<file path="src/hw/rtl/wacc_pkg.sv">
`timescale 1ns / 1ps
// ----------------------------------------------------------------------------
// wacc_pkg
// Shared types and constants of the wildcard address access check.
// ----------------------------------------------------------------------------
package wacc_pkg;

    localparam int CHAR_W  = 8;
    localparam int ENTRY_W = 4;
    localparam int POS_W   = 5;
    localparam int COUNT_W = 5;
    localparam int CFG_IDX_W  = 1;
    localparam int CFG_DATA_W = 5;

    localparam logic [CHAR_W-1:0] CHAR_STAR  = 8'h2A;
    localparam logic [CHAR_W-1:0] CHAR_QMARK = 8'h3F;
    localparam logic [CHAR_W-1:0] CHAR_LC_A  = 8'h61;
    localparam logic [CHAR_W-1:0] CHAR_LC_Z  = 8'h7A;
    localparam logic [CHAR_W-1:0] CASE_DIFF  = 8'h20;

    localparam logic REQ_PATTERN = 1'b0;
    localparam logic REQ_ADDRESS = 1'b1;

    localparam logic [CFG_IDX_W-1:0] CFG_LIST_MODE     = 1'b0;
    localparam logic [CFG_IDX_W-1:0] CFG_PATTERN_COUNT = 1'b1;

    // address character travelling down the row of entry cells
    typedef struct packed {
        logic               vld;
        logic [CHAR_W-1:0]  chr;
        logic               start;
        logic               last;
        logic               found;
        logic [ENTRY_W-1:0] idx;
    } t_token;

    // pattern character write broadcast to all cells
    typedef struct packed {
        logic               en;
        logic [ENTRY_W-1:0] entry;
        logic [POS_W-1:0]   position;
        logic [CHAR_W-1:0]  chr;
        logic               last;
    } t_pat_wr;

    function automatic logic [CHAR_W-1:0] fold_case(input logic [CHAR_W-1:0] c);
        logic [CHAR_W-1:0] r;
        r = c;
        if (c >= CHAR_LC_A && c <= CHAR_LC_Z) begin
            r = c - CASE_DIFF;
        end
        return r;
    endfunction

endpackage

</file>
<file path="src/hw/rtl/wacc_cell.sv">
`timescale 1ns / 1ps
// ----------------------------------------------------------------------------
// wacc_cell
// One pattern entry: holds its characters, length and live position set,
// advances the set with the passing address character and forwards it.
// ----------------------------------------------------------------------------
module wacc_cell #(
    parameter int CELL_IDX = 0,
    parameter int PAT_LEN  = 32
) (
    input  logic                          i_clk,
    input  logic                          i_rst_n,
    input  wacc_pkg::t_pat_wr             i_wr,
    input  logic [wacc_pkg::COUNT_W-1:0]  i_count,
    input  wacc_pkg::t_token              i_tok,
    output wacc_pkg::t_token              o_tok
);

    localparam int LEN_W = $clog2(PAT_LEN + 1);

    logic [wacc_pkg::CHAR_W-1:0] r_chr [PAT_LEN];
    logic [LEN_W-1:0]            r_len;
    logic [PAT_LEN:0]            r_act;
    logic [PAT_LEN:0]            n_act;
    wacc_pkg::t_token            r_tok;
    wacc_pkg::t_token            n_tok;

    logic                        wr_hit;
    logic [PAT_LEN-1:0]          star;
    logic [PAT_LEN-1:0]          step;
    logic [PAT_LEN-1:0]          live;
    logic [PAT_LEN:0]            start_set;
    logic [PAT_LEN:0]            cur;
    logic [PAT_LEN:0]            adv;
    logic                        in_use;
    logic                        hit;

    assign wr_hit = i_wr.en && (32'(i_wr.entry) == CELL_IDX);
    assign in_use = 32'(CELL_IDX) < 32'(i_count);

    always_comb begin
        for (int i = 0; i < PAT_LEN; i++) begin
            live[i] = 32'(i) < 32'(r_len);
            star[i] = (r_chr[i] == wacc_pkg::CHAR_STAR);
            step[i] = (r_chr[i] == wacc_pkg::CHAR_QMARK) ||
                      (wacc_pkg::fold_case(r_chr[i]) == wacc_pkg::fold_case(i_tok.chr));
        end
        // stars at the head of the pattern may be skipped from the start
        start_set    = '0;
        start_set[0] = 1'b1;
        for (int i = 0; i < PAT_LEN; i++) begin
            start_set[i+1] = start_set[i] & live[i] & star[i];
        end
        cur = i_tok.start ? start_set : r_act;
        adv = '0;
        for (int i = 0; i < PAT_LEN; i++) begin
            if (cur[i] && live[i]) begin
                if (star[i]) begin
                    adv[i] = 1'b1;
                end else if (step[i]) begin
                    adv[i+1] = 1'b1;
                end
            end
        end
        n_act    = adv;
        for (int i = 0; i < PAT_LEN; i++) begin
            n_act[i+1] = adv[i+1] | (n_act[i] & live[i] & star[i]);
        end
        hit = n_act[r_len];
    end

    always_comb begin
        n_tok = i_tok;
        if (!i_tok.found && i_tok.last && in_use && hit) begin
            n_tok.found = 1'b1;
            n_tok.idx   = wacc_pkg::ENTRY_W'(CELL_IDX);
        end
    end

    always_ff @(posedge i_clk) begin
        r_tok.chr   <= n_tok.chr;
        r_tok.start <= n_tok.start;
        r_tok.last  <= n_tok.last;
        r_tok.found <= n_tok.found;
        r_tok.idx   <= n_tok.idx;
        if (!i_rst_n) begin
            r_act     <= '0;
            r_tok.vld <= 1'b0;
        end else begin
            r_tok.vld <= i_tok.vld;
            if (i_tok.vld) begin
                r_act <= n_act;
            end
        end
    end

    always_ff @(posedge i_clk) begin
        for (int i = 0; i < PAT_LEN; i++) begin
            if (wr_hit && (32'(i_wr.position) == i)) begin
                r_chr[i] <= i_wr.chr;
            end
        end
        if (wr_hit && i_wr.last) begin
            r_len <= LEN_W'(i_wr.position) + LEN_W'(1);
        end
    end

    assign o_tok = r_tok;

endmodule

</file>
<file path="config.mk">
export PLATFORM = sky130hd
export DESIGN_NAME = wacc_cell
export DESIGN_NICKNAME = d
export VERILOG_FILES = /design/src/hw/rtl/wacc_pkg.sv /design/src/hw/rtl/wacc_cell.sv
export SDC_FILE = /design/constraint.sdc
export NUM_CORES = 1
export LEC_CHECK = 0
export BUFFER_PORTS_ARGS = -buffer_cell sky130_fd_sc_hd__buf_2
export CAP_MARGIN = 20
export CORE_UTILIZATION = 60
export CTS_BUF_LIST = sky130_fd_sc_hd__clkbuf_4
export DETAILED_ROUTE_END_ITERATION = 8
export GPL_TIMING_DRIVEN = 0
export PLACE_DENSITY = 0.88
export SETUP_SLACK_MARGIN = 0.02
export SYNTH_ARGS = -nofsm -noshare
export SYNTH_HDL_FRONTEND = slang
export SYNTH_SLANG_ARGS = --single-unit
</file>
<file path="constraint.sdc">
create_clock -name i_clk -period 7.8 [get_ports i_clk]
set_input_delay 1.56 -clock i_clk [delete_from_list [all_inputs] [get_ports i_clk]]
set_output_delay 1.56 -clock i_clk [all_outputs]
set_load 0.02 [all_outputs]
</file>
==> flow_summary.yaml, run 1 <==
run_status:
  run_status: "complete, no violations"
power:
  worst_ir_drop_vdd_uv: 178
  design_power_total_mw: 3.53
  leakagePower_nw: 7.61
  power_density_nw_per_um2: 161
timing:
  worst_slew_margin_rel_pct: 17.0
  timing.setup.tns_ns: 0
  hold_violations: 0
  finalCritPeriodShare_pct: 94.4
  finalSetupViolCount: 0
  measured_slew_at_the_worst_slew_check_pin_ns: 1.23
  fin_ws_ns: 0.435
  post-route-min-period_ns: 7.37
  hold_ws_ns: 0.483
  final.setup_skew_ns: 0.0588
  grt_setup_unrepaired: "no"
  report.final.slew_viol_count: 0
  maximum_achievable_frequency_mhz: 136
yosys:
  synth_edf_count: 262
  synthCells: 2055
  synthXorXnorAreaFrac_pct: 10.8
  post_synth.cell_area_avg_um2: 9.71
  synth.most_common_cell: "sky130_fd_sc_hd__edfxtp_1"
  post-synth-top-area-fraction_pct: 39.4
  ys_async_sr_fraction_pct: 0
  post_synth_num_cell_types: 93
  synth-compound-area-share_pct: 17.6
  postSynthNetCount: 2136
  yosys-mux-area-fraction_pct: 0.671
  ys_dominant_reg_cell: "sky130_fd_sc_hd__edfxtp_1"
  synth-seq-cells: 310
  synth.top_cells.by_area: "sky130_fd_sc_hd__edfxtp_1 (39%), sky130_fd_sc_hd__xnor2_1 (6.8%), sky130_fd_sc_hd__dfxtp_1 (4.8%)"
  synth_top_family_by_area: "simple AND/OR/NAND/NOR gates"
  synth_top_area_cell: "sky130_fd_sc_hd__edfxtp_1"
  synth_warn: 0
  synth-simple-area-share_pct: 20.6
  netlist_area_um2: 20000
  yosysSeqAreaShare_pct: 44.3
  synth_area_in_adders_pct: 2.45
  yosys-top-cells-count: "sky130_fd_sc_hd__edfxtp_1 (262), sky130_fd_sc_hd__xnor2_1 (156), sky130_fd_sc_hd__nor2_1 (143), sky130_fd_sc_hd__nand2_1 (138), sky130_fd_sc_hd__inv_1 (110)"
critical_path:
  worst-r2r-setup-slack_ns: 1.28
  critical-path-top-delay-family: "buffers and inverters"
  critPathBufInv: 5
  cp-end-kind: "register"
  worstSetupStartpoint: "i_tok[8]"
  timing.critical_path.cells: "buf_2 > buf_2 > buf_1 > clkbuf_1 > buf_1 > xnor2_1 > nand3_1 > nor4_1 > a31oi_1 > nor4_1 > a221oi_1 > nand3b_1 > nand3_1 > o211ai_1 > a41o_1 > a2111oi_0 > a311oi_2 > a21o_1"
  crit_required_ns: 8.45
  setup.worst_path.class: "in -> reg"
  critical-path-slowest-cell: "sky130_fd_sc_hd__clkbuf_1"
  timing.critical_path.from_type: "input pin"
  cpPeakStageDelay_ns: 0.88
  reg2reg_from: "r_len[3]"
  cp.arrival_ns: 8.02
  critPathMaxFanout: 10
clock_network:
  htree_levels: 3
  clk_pin_slew_ns: 0.06
  clock_sinks: 310
  clock_path_buffers: 3
  cts_hold_repair.buffers: 0
  clkLatencyLatePin_ns: 0.81
  cts_root_buf: "sky130_fd_sc_hd__clkbuf_4"
  post_cts_buffers: 0
  cts_tree: "built"
  postCtsResizedCells: 0
  clock_buffer_count_from_cts: 79
routing:
  route.met3.wl_mm: 9.02
  met2WireLength_mm: 28.8
  maxUsedRoutingLayer: "met4"
  count_of_unresolved_drc_violations_after_routing: 0
  m1WireLength_mm: 25.3
  antenna_violating_nets_post_route: 0
  detailed_route_wire_length_mm: 66.4
  wl_per_cell_um: 24.5
  dr_total_vias: 18400
  drt_iter0_markers: 2495
  drt_first_pass_iters: 7
  viasPerCell: 6.79
run:
  max_cap_viol_count: 0
cells_and_area:
  drive_above_1_share_pct: 10.9
  post_route_cell_area_um2: 21900
  fillerInstances: 2461
  layout.core_utilization_pct: 67.1
  final_net_count: 2282
  synth_to_layout_area_growth_pct: 9.76
  stdcell_count: 2706
floorplanning:
  fp-row-count: 66
  design.die.area_um2: 34000
  die_w_um: 184
  chipHeight_um: 184
  design.portCount: 58
  initial_utilization_pct: 61.2
  floorplan.core_area_um2: 32600
placement:
  detailedPlace.worstSlack_ns: -0.117
  detailed_place.area_um2: 20800
  dp.cells: 2557
  dpl.hpwl_mm: 47.4
  place_congestion: 1.05
  portBuffers: 56
min_path:
  timing.hold.worst.class: "reg -> reg"
  hp_start: "r_act[27]"
global_route:
  grt_use_total_pct: 39.1
  antenna_violations_before_repair: 2
  first_global_vias: 17100
  grt_max_degree: 33
  grt_overflow_total: 0
  grt_first_pass_wirelength_mm: 97.7
-- placed cells by master (no fill, tap or decap), drive strengths merged, types with 39 or more instances in the layout --
master,netlist,final
a21oi,104,104
buf,25,88
clkbuf,46,163
dfxtp,48,48
edfxtp,262,262
ha,39,39
inv,111,113
nand2,138,138
nand3,95,95
nor2,144,144
nor3,92,92
nor4,50,50
o21ai,71,71
xnor2,156,156
xor2,90,90
-- metal layers --
layer	up-vias	GRT usage, %
met1	8662	52.1
li1	8169	-
met5	-	0
met3	243	11.0
met4	0	19.4
met2	1296	58.2
-- cell type report --
type,count,area [um2],share of cell area [%]
clock inverter,25,159,0.726
tap,442,553,2.53
timing repair buffer,65,363,1.66
antenna,4,10.0,0.0457
sequential,310,8830,40.3
multi-input combinational,1561,10400,47.5
clock buffer,115,863,3.94
inverter,113,424,1.94
buffer,71,292,1.33
-- report_power, final --
part	internal, mW	switching [mW]	leakage, nW	total (mW)
clock network	0.744	0.681	0.607	1.42
logic	0.0883	0.199	4.25	0.287
registers	1.81	0.00690	2.75	1.81
-- worst paths after layout --
path | cells after the start | to
worst max register to register | 17 | o_tok[3]
worst min register to register | 1 | r_act[27]
worst min-delay path | 1 | r_act[27]
worst max-delay path | 18 | o_tok[4]
-- sequential cells by signal (all words and copies together) (netlist names) --
register and cells:
r_chr 256, o_tok 16, r_len 6, r_act 32
-- cell families (layout without fill, tap and decap cells) --
logic type      count (synthesis)  count (layout)
mux                            13              13
simple gates                  774             774
fa+ha+maj                      39              39
buf+inv                       184             389
xor+xnor                      246             246
flops                         310             310
compound gates                489             489
other cells                     0               4
(Power assumes the default switching activity.)
==> run 2: changes to the inputs <==
Settings changed: CORE_UTILIZATION 60 to 40, PLACE_DENSITY 0.88 to 0.66.
==> run 2 against run 1 <==
Against the previous run: global-route usage shrank 12 points; setup slack lost 0.22 ns; power grew 4.0%; clock power grew 9.9%; via count shrank 1.3%; final cell count grew 8.7%; die area grew 49%; critical path type unchanged.
==> flow_summary.yaml, run 2 (synthesis results as in run 1) <==
run_status:
  run_status: "complete, no violations"
timing:
  post-route-min-period_ns: 7.58
  finalCritPeriodShare_pct: 97.2
  worst_slew_margin_rel_pct: 17.8
  hold_violations: 0
  maximum_achievable_frequency_mhz: 132
  final.setup_skew_ns: 0.0756
  grt_setup_unrepaired: "no"
  measured_slew_at_the_worst_slew_check_pin_ns: 1.23
  report.final.slew_viol_count: 0
  timing.setup.tns_ns: 0
  finalSetupViolCount: 0
critical_path:
  cp-end-kind: "register"
  timing.critical_path.cells: "buf_2 > buf_2 > a21o_1 > a21oi_1 > a21oi_2 > clkbuf_1 > clkbuf_1 > xnor2_1 > nor4_1 > o211ai_1 > nand2_1 > a221oi_1 > nand2_1 > nor3_1 > o211ai_1 > a41o_1 > a2111oi_0 > a311oi_2 > a21o_1"
  cpPeakStageDelay_ns: 0.94
  reg2reg_from: "r_len[1]"
  worst-r2r-setup-slack_ns: 1.03
  crit_required_ns: 8.51
  critPathMaxFanout: 10
  setup.worst_path.class: "in -> reg"
  worst_r2r_path_depth: 16
  worstSetupStartpoint: "i_tok[8]"
  cp.arrival_ns: 8.29
  rr_endpoint: "o_tok[0]"
  critical-path-slowest-cell: "sky130_fd_sc_hd__clkbuf_1"
  timing.critical_path.from_type: "input pin"
  cp-endpoint: "o_tok[4]"
clock_network:
  htree_levels: 3
  clock_path_buffers: 3
  clock_sinks: 310
  clk_pin_slew_ns: 0.06
  cts_hold_repair.buffers: 0
  clkLatencyLatePin_ns: 0.88
  cts_root_buf: "sky130_fd_sc_hd__clkbuf_4"
  clock_buffer_count_from_cts: 84
  postCtsResizedCells: 0
  post_cts_buffers: 0
  cts_tree: "built"
floorplanning:
  floorplan.core_area_um2: 49100
  fp-row-count: 81
  chipHeight_um: 225
  initial_utilization_pct: 40.7
  die_w_um: 225
  design.die.area_um2: 50800
  design.portCount: 58
global_route:
  grt_first_pass_wirelength_mm: 102
  global_route.peak_usage_layer: "met2"
  grt_use_met1_pct: 35.3
  global_route_met3_usage_pct: 5.66
  grt_max_degree: 33
  grt_overflow_total: 0
  grt_use_total_pct: 27.0
  antenna_violations_before_repair: 2
  first_global_vias: 17200
  global_route.usage.met2_pct: 42.7
cells_and_area:
  final_net_count: 2290
  layout_common_cells: "sky130_fd_sc_hd__edfxtp_1 (262), sky130_fd_sc_hd__xnor2_1 (156), sky130_fd_sc_hd__nor2_1 (143)"
  synth_to_layout_area_growth_pct: 12.0
  layout_commonest_cell: "sky130_fd_sc_hd__edfxtp_1"
  largest_register_ffs: 256
  registers.top_by_ff_count: "r_chr"
  stdcell_count: 2942
  post_route_cell_area_um2: 22300
  drive_above_1_share_pct: 11.4
routing:
  count_of_unresolved_drc_violations_after_routing: 0
  viasPerCell: 6.16
  dr_total_vias: 18100
  drt_first_pass_iters: 6
  wl_per_cell_um: 23.4
  drt_iter0_markers: 1981
  detailed_route_wire_length_mm: 68.8
  antenna_violating_nets_post_route: 0
placement:
  portBuffers: 56
  place_congestion: 0.975
  dp.cells: 2781
  dpl.hpwl_mm: 48.3
  detailed_place.area_um2: 21100
power:
  design_power_total_mw: 3.66
  power_density_nw_per_um2: 164
  worst_ir_drop_vdd_uv: 110
  leakagePower_nw: 7.69
run:
  max_cap_viol_count: 0
min_path:
  timing.hold.worst.class: "reg -> reg"
==> run 2: changes by cell type in the layout (fill, tap and decap cells not counted), sizes merged <==
cell    before  now
clkinv      22   27
clkbuf     163  166
bufinv       2    4
inv        113  112
diode        4    5
buf         88   92
==> run 2: routing by layer <==
layer / vias up / share of wire, %
li1: 8187 / -
met1: 8772 / 42
met2: 1002 / 45
met3: 170 / 9.7
met4: 0 / 3.8
met5: - / 0
==> run 2: power by group <==
part           leakage (nW)  switching [mW]  internal [mW]  total, mW
combinational          4.27           0.202         0.0909      0.293
clock                 0.667           0.722          0.838       1.56
sequential             2.75         0.00606           1.81       1.81
total                  7.69           0.929           2.74       3.66
==> run 2: how the worst min path moves through the flow <==
stage / endpoint / cells after the start / start / slack [ns]
2_1_floorplan: r_act[20] / 2 / r_act[20] / 0.45
3_3_place_gp: r_act[20] / 2 / r_act[20] / 0.46
3_5_place_dp: r_act[20] / 2 / r_act[20] / 0.47
4_1_cts: r_act[20] / 2 / r_act[20] / 0.48
5_1_grt: r_act[20] / 2 / r_act[20] / 0.50
6_report: r_act[27] / 1 / r_act[27] / 0.48
==> run 2: worst max-delay path: cells and delay by family <==
| kind | cells | cell delay [ns] |
|---|---|---|
| simple gates | 4 | 0.78 |
| xor+xnor | 1 | 0.20 |
| buf+inv | 4 | 2.16 |
| compound gates | 10 | 3.54 |
==> run 2: cell type report <==
class | instances | area (um2)
Tap cell | 664 | 831
Multi-Input combinational cell | 1561 | 10400
Buffer | 71 | 292
Clock inverter | 31 | 239
Inverter | 113 | 424
Sequential cell | 310 | 8830
Antenna cell | 5 | 12.5
Timing Repair Buffer | 68 | 410
Fill cell | 4666 | 26700
Clock buffer | 119 | 893
==> run 2: per-stage QoR <==
| step | worst slack [ns] | util, % | hold WS (ns) |
|---|---|---|---|
| floorplan | 1.89 | - | 0.445 |
| global placement | -0.431 | 42.9 | 0.461 |
| detailed placement | -0.386 | 43.0 | 0.469 |
| CTS | 0.428 | 45.4 | 0.482 |
| global route | 0.0814 | 45.5 | 0.500 |
| finish | 0.215 | 45.5 | 0.484 |
==> run 3: changes to the inputs <==
Settings changed: CTS_BUF_LIST sky130_fd_sc_hd__clkbuf_4 to default.
==> run 3 against run 2 <==
Against the previous run: critical endpoint unchanged; cell area is 0.10% higher; combinational power hardly changed; power is 3.7% higher; largest cell class unchanged; sequential cell count stayed put; largest power group unchanged.
==> flow_summary.yaml, run 3 (synthesis results as in run 1) <==
run_status:
  run_status: "complete, no violations"
timing:
  report.final.slew_viol_count: 0
  measured_slew_at_the_worst_slew_check_pin_ns: 1.20
  grt_setup_unrepaired: "no"
  fin_ws_ns: 0.369
  finalCritPeriodShare_pct: 95.3
  maximum_achievable_frequency_mhz: 135
  hold_ws_ns: 0.483
  timing.setup.tns_ns: 0
  final.setup_skew_ns: 0.0200
  finalSetupViolCount: 0
  hold_violations: 0
  post-route-min-period_ns: 7.43
  worst_slew_margin_rel_pct: 20.0
critical_path:
  critical-path-top-delay-family: "buffers and inverters"
  cp.arrival_ns: 7.89
  rr_endpoint: "o_tok[0]"
  reg2reg_from: "r_len[1]"
  worst-r2r-setup-slack_ns: 1.13
  cp-end-kind: "register"
  worst_r2r_path_depth: 16
  crit_required_ns: 8.26
  timing.critical_path.cells: "buf_2 > buf_2 > buf_1 > clkbuf_1 > buf_1 > xnor2_1 > nand3_1 > nor4_1 > a31oi_1 > nor3_1 > a221oi_1 > nand2_1 > nor3_1 > o211ai_1 > a41o_1 > a2111oi_0 > a311oi_2 > a21o_1"
  timing.critical_path.from_type: "input pin"
  critical-path-slowest-cell: "sky130_fd_sc_hd__clkbuf_1"
  critPathBufInv: 5
  setup.worst_path.class: "in -> reg"
  cpPeakStageDelay_ns: 0.92
  critPathMaxFanout: 10
global_route:
  grt_use_total_pct: 26.6
  antenna_violations_before_repair: 1
  grt_max_degree: 33
  grt_overflow_total: 0
  grt_first_pass_wirelength_mm: 101
  first_global_vias: 16800
routing:
  drt_iter0_markers: 1787
  wl_per_cell_um: 23.8
  count_of_unresolved_drc_violations_after_routing: 0
  drt_first_pass_iters: 6
  viasPerCell: 6.22
  detailed_route_wire_length_mm: 68.1
  dr_total_vias: 17800
  antenna_violating_nets_post_route: 0
clock_network:
  cts_tree: "built"
  clock_buffer_count_from_cts: 38
  clock_sinks: 310
  cts_root_buf: "sky130_fd_sc_hd__clkbuf_16"
  post_cts_buffers: 0
  htree_levels: 2
  clock_path_buffers: 3
  clkLatencyLatePin_ns: 0.57
  clk_pin_slew_ns: 0.06
cells_and_area:
  diodes: 0
  stdcell_count: 2854
  drive_above_1_share_pct: 8.04
  layout_commonest_cell: "sky130_fd_sc_hd__edfxtp_1"
  largest_register_ffs: 256
  synth_to_layout_area_growth_pct: 12.1
  layout_common_cells: "sky130_fd_sc_hd__edfxtp_1 (262), sky130_fd_sc_hd__xnor2_1 (156), sky130_fd_sc_hd__nor2_1 (143)"
  registers.top_by_ff_count: "r_chr"
  final_net_count: 2243
min_path:
  holdPathEnd: "r_act[27]"
  timing.hold.worst.class: "reg -> reg"
  timing.hold.worst_path_depth: 1
  hp_start: "r_act[27]"
floorplanning:
  die_w_um: 225
  chipHeight_um: 225
  design.die.area_um2: 50800
  floorplan.core_area_um2: 49100
  fp-row-count: 81
  design.portCount: 58
  initial_utilization_pct: 40.7
placement:
  detailedPlace.worstSlack_ns: -0.386
  dp.cells: 2781
  portBuffers: 56
  dpl.hpwl_mm: 48.3
  place_congestion: 0.975
power:
  design_power_total_mw: 3.80
  worst_ir_drop_vdd_uv: 158
  power_density_nw_per_um2: 170
  leakagePower_nw: 7.59
run:
  max_cap_viol_count: 0
-- run 3: cell count changes in the layout (fill, tap and decap cells not counted), sizes merged --
cell           delta
clkdlybuf4s15     +1
clkinvlp          +2
clkinv           -13
clkbuf           -69
buf               -1
inv               -1
diode             -5
bufinv            -2
-- run 3: layout make-up --
class                      count  area (um2)
fill                        4610       26700
sequential                   310        8830
multi-input combinational   1561       10400
inverter                     113         424
tap                          664         831
clock buffer                  51        1020
timing repair buffer          67         390
clock inverter                17         159
buffer                        71         299
-- run 3: through the flow --
stage | utilization, % | area [um2]
floorplan | - | 20000
global placement | 42.9 | 21100
detailed placement | 43.0 | 21100
CTS | 45.4 | 22300
global route | 45.6 | 22400
finish | 45.6 | 22400
-- run 3: how the worst max path moves through the flow --
stage | start | end | depth (start not counted)
after global placement | i_tok[8] | o_tok[4] | 19
after global routing | i_tok[8] | o_tok[4] | 18
final | i_tok[8] | o_tok[4] | 18
after CTS | i_tok[7] | o_tok[4] | 19
after detailed placement | i_tok[7] | o_tok[4] | 19
after floorplan | i_tok[11] | o_tok[0] | 17
-- run 3: per-layer routing --
layer / up-vias / routed length, um / global-route usage [%]
li1: 8028 / - / -
met2: 943 / 30600 / 42.6
met1: 8614 / 28600 / 35.6
met5: - / 0 / 0
met3: 168 / 6190 / 4.43
met4: 0 / 2710 / 11.5
-- run 3: repair_timing --
item / CTS / global route
gates resized for setup: 0 / 5
hold buffers: 0 / 0
endpoints found under the setup margin: 0 / 5
-- run 3: power breakdown --
group | switching, mW | internal, mW
Combinational | 0.200 | 0.0901
Clock | 0.706 | 0.988
Sequential | 0.00602 | 1.81
